--- src/c8x_ram.sv ---
// generic single write port ram with a registered read port
module c8x_ram #(
  parameter int unsigned WIDTH = 8,
  parameter int unsigned DEPTH = 16
) (
  input  logic                     clk_i,
  input  logic                     we_i,
  input  logic [$clog2(DEPTH)-1:0] waddr_i,
  input  logic [WIDTH-1:0]         wdata_i,
  input  logic                     re_i,
  input  logic [$clog2(DEPTH)-1:0] raddr_i,
  output logic [WIDTH-1:0]         rdata_o
);

  logic [WIDTH-1:0] mem_q [DEPTH];
  logic [WIDTH-1:0] rdata_q;

  // write port
  always_ff @(posedge clk_i) begin
    if (we_i) mem_q[waddr_i] <= wdata_i;
  end

  // read port, data holds until the next read
  always_ff @(posedge clk_i) begin
    if (re_i) rdata_q <= mem_q[raddr_i];
  end

  assign rdata_o = rdata_q;

endmodule

--- config.mk ---
export PLATFORM = sky130hd
export DESIGN_NAME = c8x_ram
export DESIGN_NICKNAME = d
export VERILOG_FILES = /design/src/c8x_ram.sv
export SDC_FILE = /design/constraint.sdc
export NUM_CORES = 1
export LEC_CHECK = 0
export ABC_AREA = 0
export ABC_CLOCK_PERIOD_IN_PS = 1600
export BUFFER_PORTS_ARGS = -buffer_cell sky130_fd_sc_hd__buf_2
export CORE_MARGIN = 2
export CORE_UTILIZATION = 50
export DETAILED_ROUTE_END_ITERATION = 7
export PLACE_DENSITY = 0.7
export REMOVE_ABC_BUFFERS = 1
export SYNTH_ARGS = -nofsm -noshare
export SYNTH_HDL_FRONTEND = slang
export SYNTH_SLANG_ARGS = --single-unit
--- constraint.sdc ---
create_clock -name clk_i -period 1.6 [get_ports clk_i]
set_input_delay 0.08 -clock clk_i [delete_from_list [all_inputs] [get_ports clk_i]]
set_output_delay 0.08 -clock clk_i [all_outputs]
set_load 0.01 [all_outputs]
# After elaboration in Yosys (flattened, before gate mapping)
# Memories as Yosys holds them, arrays and structs flattened. A register that Yosys moved wholly into a read port is not among the register bits.
# Index checks and enable logic that the tools add are counted.
# op_classes
n_mux	2
order_cmp	0
n_addsub	0
div_mod_pow	0
n_eq_ne	0
shift	0
bitwise	0
n_reduce_logical	0
n_mul	0
# op_table
cell	count
$mux 1	2
# totals
latch_bits	0
output_inout_bits	8
rom_bits	0
n_memories	1
regBits	0
ramBits	128
# memory_table
memory	words	word_bits	read_ports	rd_ports_with_merged_regs	write_ports	line	rtl
mem_q	16	8	1	1	1	15	logic [WIDTH-1:0] mem_q [DEPTH];

# Logic depth before layout (Yosys ltp)
# Gate-level depths: netlist (run 1).
# logic_depth
word_depth	2
depth_mapped	5
depth_no_buf	3

# Worst setup path before layout (run 1)
# OpenSTA, ideal clock, no wires.
# synth_path
kind	input port to flip-flop
start	in waddr_i[2]
end	mem mem_q[0][0], enable pin
n_path_buf	0
stages	2
path_slack_ns	0.027
arrival_time_ns	1.190
path_cell_list	or3b_2 -> nor3_1
# synth_rtl
item	line	rtl
from (decl)	8	input logic [$clog2(DEPTH)-1:0] waddr_i,
to (decl)	15	
# Straight into the memory's write port.

==> run summary, run 1 <==
status = complete, no violations
die area = 11300 um2
Worst VDD drop = 0.000741 V
gr usage total = 0.194
clk slew on worst S/H paths = 60 ps
Starting Density = 0.511
Mapped Area = 5230 um2
IO Pins = 27
antenna violations before repair = 0
Critical Path Source Type = flop
Tmin final = 1520 ps
CP Class = reg2reg
average cell area after synthesis = 22.8 um2
sequential power share = 0.486
synth top area cells = edfxtp_1 (78%), mux4_2 (7.8%), mux4_1 (7.0%)
diode count = 0
register area share after synthesis = 0.781
most frequent cell after synthesis = edfxtp_1
ys async rst share = 0
dpl cell area = 5680 um2
RD Place Congestion = 0.747
Port Buffer Count = 26
Mapped Cells = 229
largest net degree at the start of global routing = 20
total power draw = 8.31 mW
Max Freq = 657 MHz
top cell type's share of synthesized area = 0.781
Leakage = 2.18 nW
layout cells sized above 1 = 0.324
core area = 10200 um2
Net Sw Power = 1.60 mW
clk sinks = 136
CP endpoint kind = flop
WP data required = 1860 ps
Final HPWL DP = 6240 um
Synth area leader = edfxtp_1
number of max-cap violations = 0
Final Non-Filler Cells = 448
DR vias = 2510
TritonRoute pass-1 iters = 4
final worst slack = 78.3 ps
die width = 106 um
Die H = 106 um
CP Max Fanout = 1
clock root cell = clkbuf_8
worst clock skew = 6.59 ps
# Post-CTS Setup Buffers = 0
Slew HR = 0.725
CTS tree = yes
R2R Path Start = mem_q[1][5]$_DFFE_PP_
critical path startpoint = mem_q[1][5]$_DFFE_PP_
Setup WS pre-CTS = -146 ps
register bit total from synthesis = 136
design area = 6370 um2
Via density = 5.60
worst path arrival time = 1790 ps
Internal = 6.71 mW
drc violations = 0
Sw Ratio = 0.193
GRT Residual Overflow = 0
clock buffer depth = 2
Fin. Hold Viols = 0
first-pass GRT wire length = 15200 um
Post-synth EDFFs = 136
Initial DRC Count = 278
vias in the first global route = 2636
drt total wl = 9890 um
number of buffers created by CTS = 17
Cells after DPL = 408
Area Growth Syn to Fin = 21.9%
Gate power share = 0.049
Netlist cell types = 18
Top FF cell, synth = edfxtp_1
worst skew pair latency = 520 ps
Min-Delay Startpoint = waddr_i[0]
Core Rows = 37
YS warnings = 0
Slew @ Worst Pin = 412 ps
setup TNS = 0 ps
nets = 319
max-slew violations = 0
final critical-path share of the clock period = 0.951
clock network fraction of design power = 0.466
number of setup violations in the final report = 0
CTS H-tree lvls = 4
Detail Route Antenna Nets = 0
unrepaired setup endpoints after global routing = no
worst hold-check path type = in2reg
PwrDens = 1300 nW/um2
most frequent cells after synthesis = edfxtp_1 (136), mux4_2 (18), a22oi_1 (16)
drt wl/cell = 22.1 um
==> registers in the layout (all words and copies together), names as in the netlist <==
register and count:
rdata_o 8, mem_q 128
==> what timing repair did <==
item,CTS,global route
hold endpoints to repair,136,0
endpoints found under the setup margin,0,1
hold buffers,9,0
resized for setup,0,1
==> final timing paths <==
check | end | slack (ps) | cells after the start
max | rdata_o[5]$_DFFE_PP_ | 80 | 3
min | mem_q[8][3]$_DFFE_PP_ | 130 | 3
max reg2reg | rdata_o[5]$_DFFE_PP_ | 80 | 3
min reg2reg | rdata_o[1]$_DFFE_PP_ | 750 | 3
==> worst max-delay path, stage by stage (launching register included) <==
cell      delay (ps)
edfxtp_1         360
mux4_1           530
a22oi_1          300
nand2_1           90
==> layout by cell type, fill, tap and decap left out, types with 2 or more instances in the layout <==
master,count
mux4_2,18
buf_2,26
clkinvlp_4,4
dlygate4sd3_1,9
edfxtp_1,136
nor2_1,13
a22oi_1,15
nor3_1,4
clkinv_4,2
clkbuf_16,16
nand3b_1,2
mux4_1,14
bufinv_16,4
buf_4,24
buf_12,3
nand2_1,9
clkinv_1,2
nand2b_1,2
==> power by group through the flow <==
| stage | clock, mW | combinational [mW] | sequential [mW] |
|---|---|---|---|
| 5_1_grt | 4.06 | 0.439 | 4.04 |
| 6_report | 3.87 | 0.404 | 4.04 |
| 3_3_place_gp | 0 | 0.380 | 4.11 |
| 2_1_floorplan | 0 | 0.160 | 4.11 |
| 4_1_cts | 3.92 | 0.408 | 4.04 |
| 3_5_place_dp | 0 | 0.389 | 4.11 |
==> per-layer routing <==
layer	GRT usage	wire [um]
met5	0	0
met1	0.267	4130
met4	0.0508	94
met2	0.306	4890
met3	0.0595	769
==> cells by family (layout without fill, tap and decap cells) <==
logic type | after synthesis | count (layout) | share of synthesized area
buffers and inverters | 10 | 93 | 0.0165
muxes | 32 | 32 | 0.148
DFF | 136 | 136 | 0.781
and+or+nand+nor | 35 | 35 | 0.0314
AOI/OAI and AO/OA | 16 | 16 | 0.0230
==> final cells by class <==
| class | instances | area [um2] |
|---|---|---|
| clock inverter | 13 | 180 |
| fill | 687 | 3860 |
| sequential | 136 | 4080 |
| tap | 136 | 170 |
| clock buffer | 18 | 418 |
| timing repair buffer | 62 | 460 |
| multi-input combinational | 83 | 1060 |
==> per-stage QoR <==
stage           util  hold slack, ps
6_report       0.623             132
5_1_grt        0.623             135
4_1_cts        0.623             113
3_5_place_dp   0.555             466
3_3_place_gp   0.555             470
2_1_floorplan      -             179
Power figures use the tool's default switching activity.
==> inputs of run 2 (changes only) <==
Settings changed: ABC_CLOCK_PERIOD_IN_PS 1600 to 1300, GPL_TIMING_DRIVEN from default to 0.
Clock period 1.6 ns to 1.3 ns, I/O delays scaled along.
==> run summary, run 2 (same netlist as run 1, synthesis figures left out) <==
WP data required = 1550 ps (was 1860 ps)
nets = 292 (was 319)
most frequent cells in the layout = edfxtp_1 (136), mux4_2 (28), buf_2 (25) (was edfxtp_1 (136), buf_2 (26), buf_4 (24))
sequential power share = 0.472 (was 0.486)
worst clock skew = 7.08 ps (was 6.59 ps)
CP Class = reg2reg (unchanged)
Most flops, register = mem_q (unchanged)
setup TNS = -917 ps (was 0 ps)
number of buffers created by CTS = 17 (unchanged)
clk slew on worst S/H paths = 60 ps (about the same)
final critical-path share of the clock period = 1.13 (was 0.951)
die width = 106 um (unchanged)
Cells after DPL = 381 (was 408)
failing checks = negative setup slack
Detail Route Antenna Nets = 0 (unchanged)
# Post-CTS Setup Buffers = 0 (unchanged)
worst path arrival time = 1720 ps (was 1790 ps)
unrepaired setup endpoints after global routing = yes (was no)
Buf/Inv on CP = 0 (unchanged)
Area Growth Syn to Fin = 19.1% (was 21.9%)
Slew HR = 0.322 (was 0.725)
Via density = 5.68 (was 5.60)
drt total wl = 9730 um (was 9890 um)
vias in the first global route = 2588 (was 2636)
largest net degree at the start of global routing = 33 (was 20)
drc violations = 0 (unchanged)
Initial DRC Count = 162 (was 278)
Fin. Hold Viols = 0 (unchanged)
diode count = 0 (unchanged)
RD Place Congestion = 0.710 (was 0.747)
status = complete, but fails checks (was complete, no violations)
Internal = 8.46 mW (was 6.71 mW)
gr usage total = 0.190 (was 0.194)
worst hold-check path type = in2reg (unchanged)
Net Sw Power = 2.06 mW (was 1.60 mW)
worst path cell trace = mux4_2 -> a22oi_2 -> nand2_2 (was mux4_1 -> a22oi_1 -> nand2_1)
CTS H-tree lvls = 4 (unchanged)
PwrDens = 1690 nW/um2 (was 1300 nW/um2)
DR vias = 2395 (was 2510)
Slew @ Worst Pin = 1010 ps (was 412 ps)
Tmin final = 1470 ps (was 1520 ps)
clk sinks = 136 (unchanged)
clock buffer depth = 2 (unchanged)
Gate power share = 0.047 (was 0.049)
Worst VDD drop = 0.000895 V (was 0.000741 V)
antenna violations before repair = 0 (unchanged)
CP Max Fanout = 1 (unchanged)
Core Util, Final = 0.609 (was 0.623)
Starting Density = 0.511 (unchanged)
Port Buffer Count = 26 (unchanged)
design area = 6230 um2 (was 6370 um2)
dpl cell area = 5460 um2 (was 5680 um2)
Leakage = 2.02 nW (was 2.18 nW)
clock network fraction of design power = 0.481 (was 0.466)
final worst slack = -167 ps (was 78.3 ps)
Max Freq = 682 MHz (was 657 MHz)
TritonRoute pass-1 iters = 4 (unchanged)
Die H = 106 um (unchanged)
number of max-cap violations = 0 (unchanged)
Core Rows = 37 (unchanged)
crit-path max cell delay = 470 ps (was 530 ps)
max reg flops = 128 (unchanged)
IO Pins = 27 (unchanged)
core area = 10200 um2 (unchanged)
max-slew violations = 0 (unchanged)
Sw Ratio = 0.196 (was 0.193)
crit-path leading delay family = multiplexers (unchanged)
Final Non-Filler Cells = 422 (was 448)
CTS tree = yes (unchanged)
clock root cell = clkbuf_8 (unchanged)
number of setup violations in the final report = 8 (was 0)
CP endpoint kind = flop (unchanged)
Final HPWL DP = 5520 um (was 6240 um)
GRT Residual Overflow = 0 (unchanged)
layout cells sized above 1 = 0.371 (was 0.324)
drt wl/cell = 23.1 um (was 22.1 um)
first-pass GRT wire length = 15000 um (was 15200 um)
Slowest-stage cell, CP = mux4_2 (was mux4_1)
commonest non-fill, non-tap cell in the layout = edfxtp_1 (unchanged)
worst skew pair latency = 510 ps (was 520 ps)
Critical Path Source Type = flop (unchanged)
die area = 11300 um2 (unchanged)
## run 2: cell types whose count changed in the layout (fill, tap and decap cells not counted), moves of 4 or more
| cell | change |
|---|---|
| buf_4 | -23 |
| a22oi_2 | +9 |
| nor3_1 | -4 |
| mux4_2 | +10 |
| mux4_1 | -10 |
| a22oi_1 | -9 |
## run 2: path summary, 6_finish.rpt
check	from	end	slack, ps	cells past startpoint
hold reg to reg	mem_q[14][7]$_DFFE_PP_	rdata_o[7]$_DFFE_PP_	750	3
setup / recovery	mem_q[0][0]$_DFFE_PP_	rdata_o[0]$_DFFE_PP_	-170	3
hold / removal	waddr_i[1]	mem_q[0][0]$_DFFE_PP_	50	2
setup reg to reg	mem_q[0][0]$_DFFE_PP_	rdata_o[0]$_DFFE_PP_	-170	3
## run 2: cell type report
cell class	count	area, um2
clock buffer	17	414
tap	136	170
clock inverter	15	225
multi-input combinational	83	1110
sequential	136	4080
timing repair buffer	35	223
fill	717	4000
## run 2: power by group through the flow
| stage | logic [mW] | registers (mW) | clock network (mW) |
|---|---|---|---|
| floorplan | 0.197 | 5.06 | 0 |
| global placement | 0.423 | 5.05 | 0 |
| detailed placement | 0.436 | 5.05 | 0 |
| CTS | 0.486 | 4.97 | 5.11 |
| global route | 0.531 | 4.97 | 5.33 |
| finish | 0.490 | 4.96 | 5.06 |
## run 2: timing repair
| item | in CTS | in global routing |
|---|---|---|
| hold endpoints to repair | 136 | 0 |
| resized for setup | 22 | 6 |
| pin swaps | 10 | 5 |
| setup endpoints to repair | 24 | 16 |
| hold buffers | 9 | 0 |
## run 2: routing by layer
| layer | wire (um) | share of wire | GRT usage |
|---|---|---|---|
| met3 | 432 | 0.044 | 0.0497 |
| met2 | 4870 | 0.50 | 0.294 |
| met1 | 4290 | 0.44 | 0.266 |
| met5 | 0 | 0 | 0 |
| met4 | 145 | 0.015 | 0.0667 |
## run 2: through the flow
stage          hold WS [ps]  setup WS, ps  power [mW]
4_1_cts                33.8          -168        10.6
5_1_grt                56.7          -181        10.8
3_5_place_dp            425         -1040        5.49
2_1_floorplan           164          -258        5.26
6_report               47.9          -167        10.5
3_3_place_gp            402         -1050        5.47
