`config.mk`:
```
export PLATFORM = sky130hd
export DESIGN_NAME = c8x_alu
export DESIGN_NICKNAME = d
export VERILOG_FILES = /design/src/c8x_pkg.sv /design/src/c8x_alu.sv
export SDC_FILE = /design/constraint.sdc
export NUM_CORES = 1
export LEC_CHECK = 0
export ABC_CLOCK_PERIOD_IN_PS = 2400
export BUFFER_PORTS_ARGS = -buffer_cell sky130_fd_sc_hd__buf_4
export CAP_MARGIN = 10
export CORE_MARGIN = 2
export CORE_UTILIZATION = 49
export DETAILED_ROUTE_END_ITERATION = 8
export MAX_ROUTING_LAYER = met4
export PLACE_DENSITY = 0.69
export SETUP_SLACK_MARGIN = 0.4
export SYNTH_ARGS = -nofsm -noshare
export SYNTH_HDL_FRONTEND = slang
export SYNTH_SLANG_ARGS = --single-unit
```
`constraint.sdc`:
```
create_clock -name vclk -period 2.4
set_clock_uncertainty 0.1 [all_clocks]
set_input_delay 0.12 -clock vclk [all_inputs]
set_output_delay 0.12 -clock vclk [all_outputs]
set_load 0.005 [all_outputs]
```
`src/c8x_pkg.sv`:
```
// shared types, constants and helpers for the chip8 execute core
package c8x_pkg;

  localparam int unsigned ADDR_W    = 12;
  localparam int unsigned MEM_BYTES = 4096;
  localparam int unsigned SCREEN_W  = 64;
  localparam int unsigned SCREEN_H  = 32;
  localparam int unsigned ROW_W     = $clog2(SCREEN_H);
  localparam int unsigned COL_W     = $clog2(SCREEN_W);

  localparam logic [ADDR_W-1:0] PC_RESET   = 12'h200;
  localparam logic [ADDR_W-1:0] FONT_RESET = 12'h050;

  // item kinds
  localparam logic [1:0] OP_EXEC  = 2'd0;
  localparam logic [1:0] OP_LOAD  = 2'd1;
  localparam logic [1:0] OP_ROW   = 2'd2;
  localparam logic [1:0] OP_NONE  = 2'd3;

  // 8xyn sub-operations
  localparam logic [3:0] ALU_MOV = 4'h0;
  localparam logic [3:0] ALU_OR  = 4'h1;
  localparam logic [3:0] ALU_AND = 4'h2;
  localparam logic [3:0] ALU_XOR = 4'h3;
  localparam logic [3:0] ALU_ADD = 4'h4;
  localparam logic [3:0] ALU_SUB = 4'h5;
  localparam logic [3:0] ALU_SHR = 4'h6;
  localparam logic [3:0] ALU_RSB = 4'h7;
  localparam logic [3:0] ALU_SHL = 4'hE;

  // major opcode nibbles
  localparam logic [3:0] MAJ_SYS  = 4'h0;
  localparam logic [3:0] MAJ_JP   = 4'h1;
  localparam logic [3:0] MAJ_CALL = 4'h2;
  localparam logic [3:0] MAJ_SEI  = 4'h3;
  localparam logic [3:0] MAJ_SNEI = 4'h4;
  localparam logic [3:0] MAJ_SE   = 4'h5;
  localparam logic [3:0] MAJ_LDI  = 4'h6;
  localparam logic [3:0] MAJ_ADDI = 4'h7;
  localparam logic [3:0] MAJ_ALU  = 4'h8;
  localparam logic [3:0] MAJ_SNE  = 4'h9;
  localparam logic [3:0] MAJ_IDX  = 4'hA;
  localparam logic [3:0] MAJ_JPV  = 4'hB;
  localparam logic [3:0] MAJ_RND  = 4'hC;
  localparam logic [3:0] MAJ_DRW  = 4'hD;
  localparam logic [3:0] MAJ_KEY  = 4'hE;
  localparam logic [3:0] MAJ_MISC = 4'hF;

  localparam logic [15:0] INS_CLS = 16'h00E0;
  localparam logic [15:0] INS_RET = 16'h00EE;
  localparam logic [7:0]  KEY_SKP  = 8'h9E;
  localparam logic [7:0]  KEY_SKNP = 8'hA1;
  localparam logic [7:0]  F_GDT  = 8'h07;
  localparam logic [7:0]  F_WKEY = 8'h0A;
  localparam logic [7:0]  F_SDT  = 8'h15;
  localparam logic [7:0]  F_SST  = 8'h18;
  localparam logic [7:0]  F_ADDI = 8'h1E;
  localparam logic [7:0]  F_FONT = 8'h29;
  localparam logic [7:0]  F_BCD  = 8'h33;
  localparam logic [7:0]  F_DUMP = 8'h55;
  localparam logic [7:0]  F_LOAD = 8'h65;

  typedef struct packed {
    logic [1:0]        op;
    logic [15:0]       instruction;
    logic [15:0]       keys_down;
    logic [7:0]        random_byte;
    logic [ADDR_W-1:0] load_address;
    logic [7:0]        load_data;
  } c8x_item_t;

  typedef struct packed {
    logic [ADDR_W-1:0] next_pc;
    logic              collision;
    logic              waiting_key;
    logic              stack_fault;
    logic              bad_opcode;
    logic [63:0]       screen_row;
    logic [7:0]        sound_level;
  } c8x_result_t;

  typedef struct packed {
    logic [7:0] res;
    logic       flag;
    logic       wr_flag;
    logic       bad;
  } c8x_alu_t;

  // decimal digits of a byte as {hundreds, tens, ones}
  function automatic logic [11:0] c8x_bcd(input logic [7:0] v);
    logic [3:0] h;
    logic [3:0] t;
    logic [7:0] r;
    logic [7:0] o;
    h = 4'd0;
    t = 4'd0;
    if (v >= 8'd200) h = 4'd2;
    else if (v >= 8'd100) h = 4'd1;
    r = v - 8'(h * 100);
    for (int k = 1; k < 10; k++) begin
      if (r >= 8'(k * 10)) t = 4'(k);
    end
    o = r - 8'(t * 10);
    return {h, t, o[3:0]};
  endfunction

endpackage

```
`src/c8x_alu.sv`:
```
// register to register arithmetic of the 8xyn group with the vf flag
module c8x_alu import c8x_pkg::*; (
  input  logic [7:0] vx_i,
  input  logic [7:0] vy_i,
  input  logic [3:0] sub_i,
  output c8x_alu_t   out_o
);

  logic [8:0] sum;

  assign sum = {1'b0, vx_i} + {1'b0, vy_i};

  // sub-operation decode
  always_comb begin
    out_o = '0;
    unique case (sub_i)
      ALU_MOV: out_o.res = vy_i;
      ALU_OR:  out_o.res = vx_i | vy_i;
      ALU_AND: out_o.res = vx_i & vy_i;
      ALU_XOR: out_o.res = vx_i ^ vy_i;
      ALU_ADD: begin
        out_o.res = sum[7:0];
        out_o.flag = sum[8];
        out_o.wr_flag = 1'b1;
      end
      ALU_SUB: begin
        out_o.res = vx_i - vy_i;
        out_o.flag = (vx_i >= vy_i);
        out_o.wr_flag = 1'b1;
      end
      ALU_SHR: begin
        out_o.res = {1'b0, vx_i[7:1]};
        out_o.flag = vx_i[0];
        out_o.wr_flag = 1'b1;
      end
      ALU_RSB: begin
        out_o.res = vy_i - vx_i;
        out_o.flag = (vy_i >= vx_i);
        out_o.wr_flag = 1'b1;
      end
      ALU_SHL: begin
        out_o.res = {vx_i[6:0], 1'b0};
        out_o.flag = vx_i[7];
        out_o.wr_flag = 1'b1;
      end
      default: out_o.bad = 1'b1;
    endcase
  end

endmodule

```
After elaboration in Yosys (flattened, before gate mapping)
Cells that the tools add are included.

Input bits: 20. Memories: 0. Output and inout port bits: 11. Bits in writable memories: 0. Bits in read-only memories: 0. Word-level logic and storage cells: 21. Latch bits: 0. Flip-flop bits (word level): 0.

Add/sub/neg operators: 3. Shift operators: 0. Muxes and demuxes: 3. Equal/unequal tests: 8. Bitwise logic cells: 3. Order comparisons: 2. Divide/modulo/power cells: 0. Reductions and logical operators: 2. Multipliers: 0.

Operators by type and width (count): 8-bit one-hot mux with 9 select lines (1); 4-bit by 3-bit equality test with 1-bit output (second input constant) (4); 8-bit >= comparator (2); 8-bit subtractor (2); 2-bit one-hot mux with 5 select lines (1); 8-bit by 8-bit adder with 9-bit output (1); 9-bit OR reduction (1); 8-bit AND (1); 4-bit by 2-bit equality test with 1-bit output (second input constant) (2); 8-bit bitwise OR (1); 8-bit XOR (1); 4-bit by 1-bit equality test with 1-bit output (second input constant) (1); 4-bit equality test (second input constant) (1); 4-bit zero test (1); 1-bit 2-to-1 mux (1).

Longest topological paths before layout
Gate-level depths: netlist of the first run.

Depth in word-level cells: 3. Mapped depth: 10.

Least setup slack after synthesis of the first run
Ideal clock, no wire load.

Path kind: in2out. Start: input port vx_i[2]. End: output port out_o[7] (netlist bit). Path slack: 370 ps. Buffers on the path: 1. Data required time: 2180 ps. Cell stages on the path: 9. Arrival time: 1810 ps. Cells stage by stage: inv_1 -> ha_1 -> buf_6 -> nand2b_4 -> a21oi_2 -> nor2_1 -> mux2_2 -> a221o_1 -> a221o_1.

RTL lines: from (decl) (line c8x_alu.sv:3) `input logic [7:0] vx_i,`; to (decl) (line c8x_alu.sv:6) `output c8x_alu_t out_o`.

==> flow_metrics.env, run 1 <==
export IMPL_die_h_um=62.52
export IMPL_netlist_area_um2=1678
export IMPL_hold_viol_final=0
export IMPL_synth_avg_cell_area_um2=7.050
export IMPL_crit_top_cell="a221o_1"
export IMPL_status="finished clean"
export IMPL_maxSlewViolCount=0
export IMPL_crit_start="vx_i[0]"
export IMPL_grt_pass1_wl_um=9584
export IMPL_via_per_inst=6.294
export IMPL_start_kind="input port"
export IMPL_fin_nets=332
export IMPL_total_power_mw=0.5112
export IMPL_seqPwrFrac=0
export IMPL_fin_crit_sh=0.9284
export IMPL_final_common_cell="buf_4"
export IMPL_rows=21
export IMPL_crit_end="out_o[7]"
export IMPL_switching_share=0.5342
export IMPL_critPathMaxFanout=5
export IMPL_synth_warnings=0
export IMPL_critical_path_class="in2out"
export IMPL_diodes=0
export IMPL_path_cells="buf_12 > inv_8 > ha_4 > inv_2 > fa_2 > nand2b_4 > a21oi_2 > nor2_1 > mux2_4 > a221o_1 > a221o_1 > buf_4"
export IMPL_coreArea_um2=3311
export IMPL_place_gp_congestion=0.9494
export IMPL_die_area_um2=3908
export IMPL_cap_violations=0
export IMPL_clkPwrFrac=0
export IMPL_clkbuf_count=0
export IMPL_netlist_cell_type_count=51
export IMPL_grt_max_degree=20
export IMPL_ir_drop_uv=117.7
export IMPL_fin_crit_ps=2228
export IMPL_fin_ws_ps=171.8
export IMPL_cellLeakagePower_nw=1.040
export IMPL_tightest_slew_ps=441.8
export IMPL_synth_fp_nets=294
export IMPL_initial_utilization=0.5068
export IMPL_grt_pass1_vias=2028
export IMPL_final_cell_mix="buf_4, ha_1, nor2_1"
export IMPL_area_delta_synth_final_pct=37.51
export IMPL_max_freq_mhz=448.8
export IMPL_p_int_mw=0.2381
export IMPL_critPathSlowestCell="a221o_1"
export IMPL_p_comb_frac=1.000
export IMPL_route_detailed_drc=0
export IMPL_via_count=2014
export IMPL_p_sw_mw=0.2731
export IMPL_worstPathArrival_ps=2010
export IMPL_drt_iter0_drc=164
export IMPL_post_place_ws_ps=28.64
export IMPL_antenna_found_initial=0
export IMPL_rsz0062_at_grt="true"
export IMPL_hold_path_class="in2out"
export IMPL_io_pins=31
export IMPL_wl_per_cell_um=18.18
export IMPL_setup_viol=0
export IMPL_die_x_um=62.52
export IMPL_syn_inst=238
export IMPL_layout_drive_gt1_share=0.3321
export IMPL_drt_total_wl_um=5816
export IMPL_yosysSeqAreaShare=0
export IMPL_power_density_nw_per_um2=221.5
export IMPL_ant_nets=0
export IMPL_first_pass_iters=5
export IMPL_cp_slowest_stage_delay_ps=310
export IMPL_grt_total_usage=0.3060
export IMPL_seq_cell_count=0
export IMPL_seqCellArea_um2=0
export IMPL_grt_overflow_total=0
export IMPL_dpl_hpwl_um=4136
export IMPL_finish_utilization=0.6969
export IMPL_critPathRequiredTime_ps=2180
export IMPL_portBuffers=31
export IMPL_slew_headroom=0.7044
export IMPL_critPathCaptureType="primary output"
-- logic make-up (layout without fill, tap and decap cells) --
family | Yosys count | in the layout | share of synthesized area
and+or+nand+nor | 64 | 64 | 0.1849
muxes | 12 | 12 | 0.08054
adders and majority gates | 36 | 36 | 0.2819
xor gates and xnor gates | 6 | 6 | 0.03132
AOI/OAI and AO/OA | 76 | 76 | 0.3147
buffers and inverters | 44 | 80 | 0.1066
-- worst max-delay path, delay by kind of cell --
family / cells / cell delay [ps]
multiplexers: 1 / 280
adder cells (fa/ha/maj): 2 / 380
AND/OR/NAND/NOR: 2 / 150
buffers and inverters: 4 / 330
AO/OA/AOI/OAI: 3 / 750
-- stage by stage --
step	cells	hold WS (ps)	setup TNS, ps	cell area, um2
after global placement	314	546.0	-0.8415	1988
final	320	553.6	0	2307
after detailed placement	314	543.7	0	1988
after global routing	320	575.3	0	2307
after CTS	320	545.7	0	2235
after floorplan	238	280.9	0	1678
-- power groups by stage --
stage / clock (mW) / sequential [mW] / combinational, mW
CTS: 0 / 0 / 0.470
finish: 0 / 0 / 0.511
floorplan: 0 / 0 / 0.262
global placement: 0 / 0 / 0.408
detailed placement: 0 / 0 / 0.408
global route: 0 / 0 / 0.551
-- worst min-delay path by stage --
| stage | start | endpoint | slack (ps) | depth (start not counted) |
|---|---|---|---|---|
| floorplan | sub_i[2] | out_o[1] | 280 | 2 |
| global placement | sub_i[3] | out_o[3] | 550 | 3 |
| detailed placement | sub_i[3] | out_o[3] | 540 | 3 |
| CTS | sub_i[3] | out_o[3] | 550 | 3 |
| global route | sub_i[3] | out_o[3] | 580 | 3 |
| finish | sub_i[3] | out_o[3] | 550 | 3 |
-- timing repair --
| action | 4_1_cts | 5_1_grt |
|---|---|---|
| hold endpoints to repair | 0 | 0 |
| pin swaps | 21 | 10 |
| hold buffers | 0 | 0 |
| buffers inserted | 6 | 0 |
| resized for setup | 60 | 12 |
| endpoints found under the setup margin | 7 | 7 |
-- layout make-up --
| type | instances | area (um2) |
|---|---|---|
| Fill cell | 281 | 1003 |
| Inverter | 33 | 148.9 |
| Multi-Input combinational cell | 194 | 1713 |
| Tap cell | 46 | 57.56 |
| Timing Repair Buffer | 47 | 387.9 |
-- layer usage --
layer / vias to the layer above / part of all wire / track usage
li1: 933 / - / -
met1: 930 / 0.40 / 0.3888
met2: 132 / 0.46 / 0.4973
met3: 19 / 0.11 / 0.05045
met4: 0 / 0.023 / 0.09444
met5: - / 0 / -
-- Yosys cell counts (all sizes together) (3+ instances only) --
cell type	number	area, um2
nand2	12	45.04
a22oi	3	22.52
xnor2	6	52.55
a221o	4	40.04
a221oi	3	26.28
buf	8	42.54
ha	33	412.9
inv	32	120.1
fa	3	60.06
nand3	3	15.01
or3	5	31.28
nor3	7	35.03
o21ai	16	80.08
a31oi	3	18.77
mux2i	9	90.09
and3	3	18.77
nand2b	6	45.04
clkbuf	3	12.51
a21oi	17	88.84
o221ai	5	43.79
a2111oi	3	26.28
nor2	23	86.33
No activity file was read; power rests on OpenSTA's default activity.
==> inputs of run 2 (changes only) <==
--- a/config.mk
+++ b/config.mk
@@ -15,2 +15,3 @@
 export PLACE_DENSITY = 0.69
+export RECOVER_POWER = 100
 export SETUP_SLACK_MARGIN = 0.4
--- a/constraint.sdc
+++ b/constraint.sdc
@@ -4,2 +4,2 @@
 set_output_delay 0.12 -clock vclk [all_outputs]
-set_load 0.005 [all_outputs]
+set_load 0.1 [all_outputs]
==> flow_metrics.env, run 2 (same netlist as run 1, synthesis figures left out) <==
export IMPL_die_area_um2=3908
export IMPL_area_delta_synth_final_pct=52.27
export IMPL_diodes=0
export IMPL_path_cells="buf_12 > ha_4 > inv_2 > fa_2 > nand2b_4 > a21oi_2 > nor2_1 > mux2_4 > a221o_1 > a221o_4 > buf_12"
export IMPL_cap_violations=0
export IMPL_ant_nets=0
export IMPL_crit_buf_inv=3
export IMPL_crit_top_cell="buf_12"
export IMPL_cp_slowest_stage_delay_ps=370
export IMPL_wl_per_cell_um=18.92
export IMPL_worstPathArrival_ps=2080
export IMPL_multiInputGateArea_um2=1881
export IMPL_postCtsHoldBufs=0
export IMPL_finalNonFillerCells=327
export IMPL_final_cell_mix="buf_4, ha_1, inv_1"
export IMPL_ir_drop_uv=257.9
export IMPL_hold_viol_final=0
export IMPL_finish_utilization=0.7717
export IMPL_final_common_cell="buf_4"
export IMPL_fin_crit_sh=0.9604
export IMPL_crit_family="compound AO/OA/AOI/OAI gates"
export IMPL_status="finished clean"
export IMPL_place_gp_congestion=0.9831
export IMPL_dp_cells=321
export IMPL_initial_utilization=0.5068
export IMPL_post_place_ws_ps=-107.7
export IMPL_coreArea_um2=3311
export IMPL_power_density_nw_per_um2=293.1
export IMPL_critPathCaptureType="primary output"
export IMPL_clkbuf_count=0
export IMPL_layout_drive_gt1_share=0.4270
export IMPL_io_pins=31
export IMPL_grt_max_degree=18
export IMPL_route_detailed_drc=0
export IMPL_fin_crit_ps=2305
export IMPL_critical_path_class="in2out"
export IMPL_grt_pass1_vias=2009
export IMPL_slew_headroom=0.2136
export IMPL_portBuffers=31
export IMPL_via_count=2049
export IMPL_rows=21
export IMPL_grt_overflow_total=0
export IMPL_drt_total_wl_um=6187
export IMPL_rsz0062_at_grt="true"
export IMPL_grt_total_usage=0.3175
export IMPL_critPathMaxFanout=4
export IMPL_seqCellArea_um2=0
export IMPL_placed_area_um2=2341
export IMPL_critPathRequiredTime_ps=2180
export IMPL_tightest_slew_ps=1185
export IMPL_grt_pass1_wl_um=9839
export IMPL_design_area_um2=2555
export IMPL_fin_ws_ps=95.10
export IMPL_hold_path_class="in2out"
export IMPL_critPathSlowestCell="a221o_4"
export IMPL_first_pass_iters=5
export IMPL_total_power_mw=0.7489
export IMPL_dpl_hpwl_um=4625
export IMPL_fill_cells=281
export IMPL_drt_iter0_drc=153
export IMPL_fin_nets=339
export IMPL_die_h_um=62.52
export IMPL_via_per_inst=6.266
export IMPL_start_kind="input port"
export IMPL_maxSlewViolCount=0
export IMPL_max_freq_mhz=433.9
export IMPL_cellLeakagePower_nw=1.116
export IMPL_seq_cell_count=0
export IMPL_die_x_um=62.52
export IMPL_setup_viol=0
export IMPL_antenna_found_initial=0
-- run 2: metal layers --
metal	share of wire	up-vias	wire, um	track usage
met1	0.41	961	2551	0.3864
met4	0.044	0	272	0.1444
met2	0.49	117	3009	0.5403
li1	-	944	-	-
met3	0.057	27	354	0.01802
met5	0	-	0	-
-- run 2: layout make-up --
type | instances | share of cell area
Multi-Input combinational cell | 194 | 0.7360
Timing Repair Buffer | 54 | 0.1724
Inverter | 33 | 0.06905
Tap cell | 46 | 0.02253
-- run 2: final timing paths --
| kind | slack, ps | start | cells past startpoint | endpoint |
|---|---|---|---|---|
| max | 100 | vy_i[0] | 11 | out_o[7] |
| min | 800 | vx_i[7] | 6 | out_o[2] |
-- run 2: report_power, final --
part           switching (mW)  leakage (nW)  internal, mW
clock network               0             0             0
logic                   0.468          1.12         0.281
registers                   0             0             0
total                   0.468          1.12         0.281
-- run 2: stage by stage --
step | TNS (ps) | hold slack [ps]
floorplan | -1086 | 443.3
global placement | -82.65 | 709.5
detailed placement | -132.6 | 715.1
CTS | 0 | 702.1
global route | 0 | 884.0
finish | 0 | 796.8
-- run 2: worst min-delay path: cells and delay by family --
family / cells / cell delay, ps
and+or+nand+nor: 2 / 130
AOI/OAI and AO/OA: 2 / 130
buffers and inverters: 2 / 390
-- run 2: what timing repair did --
item	4_1_cts	5_1_grt
endpoints found under the setup margin	9	9
gates cloned	0	0
pin swaps	13	14
resized for setup	35	21
endpoints found under the hold margin	0	0
buffers inserted	4	2
==> inputs of run 3 (changes only) <==
Settings changed: ABC_CLOCK_PERIOD_IN_PS 2400 to 2200, CORE_ASPECT_RATIO set to 0.6.
Clock period 2.4 ns to 2.2 ns, I/O delays scaled along.
==> flow_metrics.env, run 3 (same netlist as run 1, synthesis figures left out) <==
export IMPL_status="finished with violations"
export IMPL_violations="negative setup slack"
export IMPL_antenna_found_initial=0
export IMPL_holdPathStages=3
export IMPL_initial_utilization=0.5142
export IMPL_diodes=0
export IMPL_hold_path_class="in2out"
export IMPL_holdWs_ps=631.1
export IMPL_worstPathArrival_ps=2200
export IMPL_area_delta_synth_final_pct=73.08
export IMPL_whs_endpoint="out_o[4]"
export IMPL_p_comb_frac=1.000
export IMPL_cap_violations=0
export IMPL_critPathCaptureType="primary output"
export IMPL_critPathSlowestCell="a221o_4"
export IMPL_place_gp_congestion=1.040
export IMPL_fin_crit_sh=1.097
export IMPL_layout_drive_gt1_share=0.4919
export IMPL_power_density_nw_per_um2=327.3
export IMPL_grt_pass1_wl_um=10940
export IMPL_setup_viol=4
export IMPL_max_freq_mhz=414.3
export IMPL_p_int_mw=0.3914
export IMPL_wl_per_cell_um=20.95
export IMPL_die_h_um=49.33
export IMPL_postCtsHoldBufs=0
export IMPL_via_per_inst=6.665
export IMPL_die_area_um2=3924
export IMPL_critical_path_class="in2out"
export IMPL_io_pins=31
export IMPL_grt_max_degree=16
export IMPL_crit_top_cell="buf_12"
export IMPL_fin_nets=365
export IMPL_fin_ws_ps=-214.0
export IMPL_grt_overflow_total=0
export IMPL_cellLeakagePower_nw=1.282
export IMPL_first_pass_iters=5
export IMPL_hp_start="sub_i[3]"
export IMPL_start_kind="input port"
export IMPL_crit_buf_inv=4
export IMPL_drt_iter0_drc=216
export IMPL_coreArea_um2=3263
export IMPL_switching_share=0.5882
export IMPL_grt_total_usage=0.3694
export IMPL_maxSlewViolCount=0
export IMPL_crit_family="compound AO/OA/AOI/OAI gates"
export IMPL_dpl_hpwl_um=5241
export IMPL_clkbuf_count=0
export IMPL_p_sw_mw=0.5592
export IMPL_final_common_cell="buf_4"
export IMPL_slew_headroom=0.6424
export IMPL_grt_pass1_vias=2133
export IMPL_seqCellArea_um2=0
export IMPL_seqPwrFrac=0
export IMPL_rows=16
export IMPL_drt_total_wl_um=7374
export IMPL_cp_slowest_stage_delay_ps=380
export IMPL_post_place_ws_ps=-255.4
export IMPL_path_cells="buf_12 > inv_16 > ha_4 > inv_2 > fa_2 > nand2b_1 > a21oi_2 > nor2_2 > mux2_4 > a221o_1 > a221o_4 > buf_12"
export IMPL_seq_cell_count=0
export IMPL_rsz0062_at_grt="true"
export IMPL_ir_drop_uv=277.9
export IMPL_crit_start="vy_i[0]"
export IMPL_route_detailed_drc=0
export IMPL_hold_viol_final=0
export IMPL_critPathRequiredTime_ps=1990
export IMPL_fin_crit_ps=2414
export IMPL_portBuffers=31
export IMPL_critPathMaxFanout=4
export IMPL_final_cell_mix="buf_4, ha_1, inv_1"
export IMPL_clkPwrFrac=0
export IMPL_tightest_slew_ps=538.7
export IMPL_via_count=2346
export IMPL_ant_nets=0
export IMPL_die_x_um=79.55
export IMPL_setup_tns_ps=-405.1
-- run 3: timing repair --
item | CTS | global route
buffers inserted | 1 | 4
pin swaps | 18 | 20
setup endpoints to repair | 9 | 9
gates resized for setup | 51 | 23
-- run 3: worst max-delay path by stage --
stage          slack [ps]        end  cells after the start
2_1_floorplan        -800  out_o[10]                      8
3_3_place_gp         -180   out_o[7]                     12
3_5_place_dp         -260   out_o[7]                     12
4_1_cts              -130   out_o[7]                     12
5_1_grt              -220   out_o[7]                     12
6_report             -210   out_o[7]                     12
-- run 3: layer usage --
layer  wire length [um]  global-route usage
met4                193             0.05172
met2               3112              0.5252
met3                983             0.07778
met1               3084              0.5432
met5                  0                   -
-- run 3: power groups by stage --
stage	logic (mW)	clock network [mW]	registers [mW]
2_1_floorplan	0.546	0	0
3_3_place_gp	0.778	0	0
3_5_place_dp	0.790	0	0
4_1_cts	0.875	0	0
5_1_grt	0.988	0	0
6_report	0.951	0	0
-- run 3: cell type report --
class | count | area [um2]
Multi-Input combinational cell | 194 | 1928
Timing Repair Buffer | 80 | 740.7
Fill cell | 174 | 359.1
Inverter | 33 | 178.9
Tap cell | 45 | 56.30
-- run 3: stage by stage --
| step | power [mW] | std cells | util | area, um2 |
|---|---|---|---|---|
| after detailed placement | 0.7899 | 347 | 0.7887 | 2574 |
| after global placement | 0.7782 | 347 | 0.7887 | 2574 |
| after global routing | 0.9878 | 352 | 0.8900 | 2904 |
| after floorplan | 0.5462 | 238 | - | 2013 |
| final | 0.9506 | 352 | 0.8900 | 2904 |
| after CTS | 0.8745 | 348 | 0.8524 | 2781 |
